===== src/hw/rtl/dtsh_pkg.sv =====
// ----------------------------------------------------------------------------
// dtsh_pkg
// Shared types and constants of the depth threshold sharing histogram.
// ----------------------------------------------------------------------------
package dtsh_pkg;

	localparam int MAX_SAMPLES = 64;
	localparam int MAX_FILTERS = 16;
	localparam int DEPTH_BITS  = 16;
	localparam int COUNT_BITS  = 32;

	localparam int SAMP_AW = $clog2(MAX_SAMPLES);
	localparam int FILT_AW = $clog2(MAX_FILTERS);
	localparam int PASS_W  = $clog2(MAX_SAMPLES + 1);
	localparam int THR_W   = DEPTH_BITS + FILT_AW;

	localparam logic [PASS_W-1:0]     PASS_MAX  = PASS_W'(MAX_SAMPLES);
	localparam logic [SAMP_AW-1:0]    ADDR_LAST = SAMP_AW'(MAX_SAMPLES - 1);
	localparam logic [COUNT_BITS-1:0] COUNT_MAX = '1;

	// configuration register indexes
	localparam logic [1:0] REG_MIN_DEPTH  = 2'd0;
	localparam logic [1:0] REG_MAX_DEPTH  = 2'd1;
	localparam logic [1:0] REG_DEPTH_STEP = 2'd2;

	typedef enum logic [2:0] {
		ST_CLEAR,
		ST_IDLE,
		ST_SWEEP,
		ST_DRAIN,
		ST_READ
	} state_t;

	typedef enum logic [1:0] {
		OP_NONE,
		OP_REC,
		OP_CLR,
		OP_UPD
	} op_t;

	// broadcast command from the sequencer to every cell
	typedef struct packed {
		op_t                   op;
		logic [SAMP_AW-1:0]    addr;
		logic                  last;
		logic [DEPTH_BITS-1:0] depth;
	} cell_ctl_t;

	// threshold link from one cell to its right neighbor
	typedef struct packed {
		logic                  ok;
		logic [DEPTH_BITS-1:0] thr;
	} link_t;

	// what each cell reports back to the top
	typedef struct packed {
		logic                  present;
		logic [DEPTH_BITS-1:0] thr;
		logic [COUNT_BITS-1:0] rd;
	} cell_out_t;

endpackage


===== src/hw/rtl/dtsh_cell.sv =====
// ----------------------------------------------------------------------------
// dtsh_cell
// One threshold cell: derives its threshold from the config and its left
// neighbor, counts passing samples and owns one bank of share counters.
// ----------------------------------------------------------------------------
module dtsh_cell (
	input  logic                                clk,
	input  logic                                arst_n,
	input  logic [dtsh_pkg::FILT_AW-1:0]        idx,
	input  logic [dtsh_pkg::DEPTH_BITS-1:0]     min_depth,
	input  logic [dtsh_pkg::DEPTH_BITS-1:0]     max_depth,
	input  logic [dtsh_pkg::DEPTH_BITS-1:0]     depth_step,
	input  dtsh_pkg::link_t                     link_in,
	output dtsh_pkg::link_t                     link_out,
	input  dtsh_pkg::cell_ctl_t                 ctl,
	output dtsh_pkg::cell_out_t                 stat
);

	logic [dtsh_pkg::THR_W-1:0]      t_full;
	logic                            loop_ok;
	logic                            appended;
	logic                            degen;
	logic                            present;
	logic [dtsh_pkg::DEPTH_BITS-1:0] thr;

	logic [dtsh_pkg::PASS_W-1:0]     pass_q;
	logic [dtsh_pkg::COUNT_BITS-1:0] mem [dtsh_pkg::MAX_SAMPLES];
	logic [dtsh_pkg::COUNT_BITS-1:0] rd_q;
	logic                            en_s1;
	logic [dtsh_pkg::SAMP_AW-1:0]    addr_s1;

	// threshold of this slot: min + idx * step, plus the appended max entry
	always_comb begin
		t_full   = dtsh_pkg::THR_W'(min_depth)
			+ dtsh_pkg::THR_W'(depth_step) * dtsh_pkg::THR_W'(idx);
		loop_ok  = (t_full <= dtsh_pkg::THR_W'(max_depth));
		degen    = (max_depth <= min_depth);
		appended = (idx != '0) && link_in.ok && !loop_ok && (link_in.thr != max_depth);
		present  = degen ? (idx == '0) : (loop_ok || appended);
		thr      = (degen || loop_ok) ? t_full[dtsh_pkg::DEPTH_BITS-1:0] : max_depth;
	end

	assign link_out.ok  = loop_ok && !degen;
	assign link_out.thr = t_full[dtsh_pkg::DEPTH_BITS-1:0];

	// per-position pass count, saturating
	always_ff @(posedge clk or negedge arst_n) begin
		if (!arst_n) begin
			pass_q <= '0;
		end else if (ctl.op == dtsh_pkg::OP_UPD && ctl.last) begin
			pass_q <= '0;
		end else if (ctl.op == dtsh_pkg::OP_REC && present && ctl.depth >= thr
			&& pass_q < dtsh_pkg::PASS_MAX) begin
			pass_q <= pass_q + 1'b1;
		end
	end

	// update pipeline control
	always_ff @(posedge clk or negedge arst_n) begin
		if (!arst_n) begin
			en_s1 <= 1'b0;
		end else begin
			en_s1 <= (ctl.op == dtsh_pkg::OP_UPD) && present
				&& ({1'b0, ctl.addr} < pass_q);
		end
	end

	// share counter bank: read every cycle, write on clear or increment
	always_ff @(posedge clk) begin
		addr_s1 <= ctl.addr;
		rd_q    <= mem[ctl.addr];
		if (ctl.op == dtsh_pkg::OP_CLR) begin
			mem[ctl.addr] <= '0;
		end else if (en_s1) begin
			mem[addr_s1] <= (rd_q == dtsh_pkg::COUNT_MAX) ? rd_q : rd_q + 1'b1;
		end
	end

	assign stat.present = present;
	assign stat.thr     = thr;
	assign stat.rd      = rd_q;

endmodule


===== config.mk =====
export PLATFORM = sky130hd
export DESIGN_NAME = dtsh_cell
export DESIGN_NICKNAME = d
export VERILOG_FILES = /design/src/hw/rtl/dtsh_pkg.sv /design/src/hw/rtl/dtsh_cell.sv
export SDC_FILE = /design/constraint.sdc
export NUM_CORES = 2
export LEC_CHECK = 0
export ABC_AREA = 0
export BUFFER_PORTS_ARGS = -buffer_cell sky130_fd_sc_hd__buf_2
export CORE_AREA = 2 2 413 415
export DETAILED_ROUTE_END_ITERATION = 10
export DIE_AREA = 0 0 415 417
export PLACE_DENSITY = 0.76
export SLEW_MARGIN = 5
export SYNTH_ARGS = -nofsm -noshare
export SYNTH_HDL_FRONTEND = slang
export SYNTH_SLANG_ARGS = --single-unit
export TNS_END_PERCENT = 30

===== constraint.sdc =====
create_clock -name clk -period 5.2 [get_ports clk]
set_input_delay 0 -clock clk [delete_from_list [all_inputs] [get_ports clk]]
set_output_delay 0 -clock clk [all_outputs]
set_load 0.02 [all_outputs]

==> run metrics <==
pwr dens=387 nW/µm²; max-cap violation count=0; asr flop ratio synth=0.00382; Least-Margin Pin Slew=~1.1 ns; starting density of the core=0.498; Hold WS=0.0323 ns; GRT Util Overall=0.255; per-cell routed wire length=between 30 and 40 µm; Die Wd=between 400 and 500 µm; largest net degree at the start of global routing=approximately 150; Fin. Hold Viols=0; HPWL after DPL=119,000 µm; initial antenna violation count=8; Non-Filler Instances=6,676; die area=~170,000 µm²; CP peak stage delay=0.54 ns; # setup viols final=24; Setup Slack @ Placement=-2.37 ns; Hold WC Path Type=input port to register; Slew Limit Fails=0; final worst slack=-1.31 ns; CP max FO=8; CP bufs+invs=4; delay-heaviest family, CP=compound AO/OA/AOI/OAI gates; unrepaired setup endpoints after global routing=yes; EDFF count, synth=between 2k and 2.5k; Top Ports=162; Remaining Overflow, GRT=0; clk slew on worst S/H paths=around 0.06 ns; number of cell rows=roughly 150; Clock Latency Late Sink=0.83 ns; Routed Antenna Nets=0; first-pass GRT wire length=316,000 µm; CP Launch Type=input port; Core Region=roughly 170,000 µm²; WP data arrival=between 7 and 8 ns; CTS tree=yes; syn avg cell area=around 22 µm²; Max stage delay cell, worst path=fa_1; share of cells above drive strength 1=0.357; Achievable Freq=154 MHz; vias per inst=6.41; Yosys warning count=0; IR drop worst, VDD=between 0.3 and 0.4 mV; outcome=finished, violations left; post-synth top area share=0.733; Yosys reg bits=around 2.1k; Via Count=42.8k; max_slew headroom=0.240; DRC=0; H-tree Lvls=4; maximum buffer depth of the clock tree=3; drt pass-1 iters=5; gpl congestion=0.927; Final Skew=0.0270 ns; violated checks=setup timing; CTS sink count=2,094; drt total wl=220,000 µm; leakage=33.1 nW; top cells by area, synth=edfxtp_1, mux4_2, ha_1; CTS root buffer=clkbuf_16; Final Critical Period=between 6 and 7 ns; DP Cell Count=between 6k and 7k; total negative slack=-12.78 ns; mapped cell area=84,000 µm²; critical path class=input port to register; I/O Buffers=roughly 160; CP Capture Type=register; CTS buffer count=194; Die H=417 µm; Synth Instances=3,773; vias in the first global route=44.1k; ys flop type=edfxtp_1; Distinct cells, synth=60; area grow syn2layout=15.9%; Required @ worst endpoint=roughly 6.0 ns; Seq/Total Area, Yosys=0.744; final critical-path share of the clock period=1.25; Total Nets Final=roughly 4.5k; syn nets=about 4.0k; total power=around 0.038 W; leading area contributor after synthesis=edfxtp_1; initial drt markers=about 5.5k
## where the power goes
group | internal [W] | total [W] | switching, W
sequential | 0.0184 | 0.0185 | 0.0000855
clock | 0.00753 | 0.0137 | 0.00614
combinational | 0.00254 | 0.00552 | 0.00298
## cells in the mapped netlist (3+ instances only)
cell type and count:
o21ai_0 57, buf_1 56, and4_1 4, or3_1 10
edfxtp_1 2048, a21o_1 9, nand2b_1 12, buf_2 10
clkbuf_1 104, nor3_1 8, xnor2_1 30, inv_1 86
ha_1 83, nand3_1 24, nor2b_1 7, a211oi_1 5
dfrtp_1 8, a21oi_1 58, mux2i_1 18, fa_1 43
nor3b_1 3, nor2_1 98, mux2_2 11, nor4_1 4
mux4_2 661, nand3b_1 8, xor2_1 25, o211ai_1 5
o31ai_1 4, nand4_1 25, dfxtp_1 38, o21bai_1 3
and3_1 9, nand2_1 95, o21a_1 16, and2_1 57
## final cells by class
type | instances | area (µm²)
clock inverter | 108 | 858
tap | 2218 | 2780
inverter | 86 | 325
sequential | 2094 | 62500
clock buffer | 248 | 5170
antenna | 1 | 2.50
fill | 11600 | 71200
multi-input combinational | 1422 | 21700
timing repair buffer | 499 | 4050
## flip-flops by register name, indices dropped and copies added (netlist names)
name     flops
mem       2048
rd_q        32
pass_q       7
addr_s1      6
en_s1        1
## layer usage
metal	up-vias	routed length (µm)	share of wire	global-route usage
li1	16900	-	-	-
met1	22500	76100	0.35	0.321
met2	2904	112000	0.51	0.433
met3	538	21300	0.097	0.0494
met4	2	10200	0.046	0.110
met5	-	18	0.000082	0
## cell usage in the layout (no fill, tap or decap), types with 11 or more instances in the layout
master	count
mux2i_1	17
buf_2	136
a21oi_1	45
dfxtp_1	38
mux2_2	11
nand2b_1	11
dlygate4sd3_1	22
xor2_1	23
mux4_2	661
nand2_2	13
ha_1	73
nand3_1	22
nand2_1	77
xnor2_1	28
edfxtp_1	2048
inv_1	82
buf_4	278
nand4_1	25
fa_1	43
clkinv_1	47
clkbuf_16	199
clkinv_2	30
nor2_4	83
and2_1	49
o21a_1	15
buf_6	22
nor2_1	13
buf_12	33
clkbuf_1	47
o21ai_0	42
## worst paths after layout
path                           start         end  slack (ns)  cells after the start
setup / recovery              idx[1]   pass_q[4]       -1.31                     35
hold / removal                ctl[9]   pass_q[6]        0.03                      6
setup reg to reg            rd_q[15]  mem[5][29]        0.83                     11
hold reg to reg            pass_q[5]   pass_q[6]        0.55                      2
max in group asynchronous     arst_n   pass_q[6]        4.69                      3
min in group asynchronous     arst_n   pass_q[3]        0.23                      3
## per-stage QoR
stage,util,area [µm²]
after CTS,0.575,96900
after global routing,0.578,97300
final,0.578,97300
after floorplan,-,84200
after detailed placement,0.536,90300
after global placement,0.536,90300
## logic make-up (layout without fill, tap and decap cells)
group                      count (synthesis)  in the layout  share of synthesized area
xor gates and xnor gates                  55             55                    0.00574
muxes                                    690            690                      0.181
other                                      0              1                          0
buffers and inverters                    257            941                     0.0117
adders and majority gates                126            126                     0.0226
AOI/OAI and AO/OA                        178            178                     0.0130
and+or+nand+nor                          373            373                     0.0221
DFF                                     2094           2094                      0.744
## worst min-delay path, cell delays in order
cell and delay (ns):
buf_2 0.13, ha_4 0.21, nand4_1 0.08, o211ai_1 0.13, nand2_1 0.18, o41ai_2 0.09
## what timing repair did
item                       4_1_cts  5_1_grt
pin swaps                       18       18
buffers inserted                 9        8
hold endpoints to repair        45        0
hold buffers                    22        0
gates resized for setup         78       62
gates cloned                     1        1
setup endpoints to repair       25       26
Note: power is estimated with default switching activity, not from simulation.
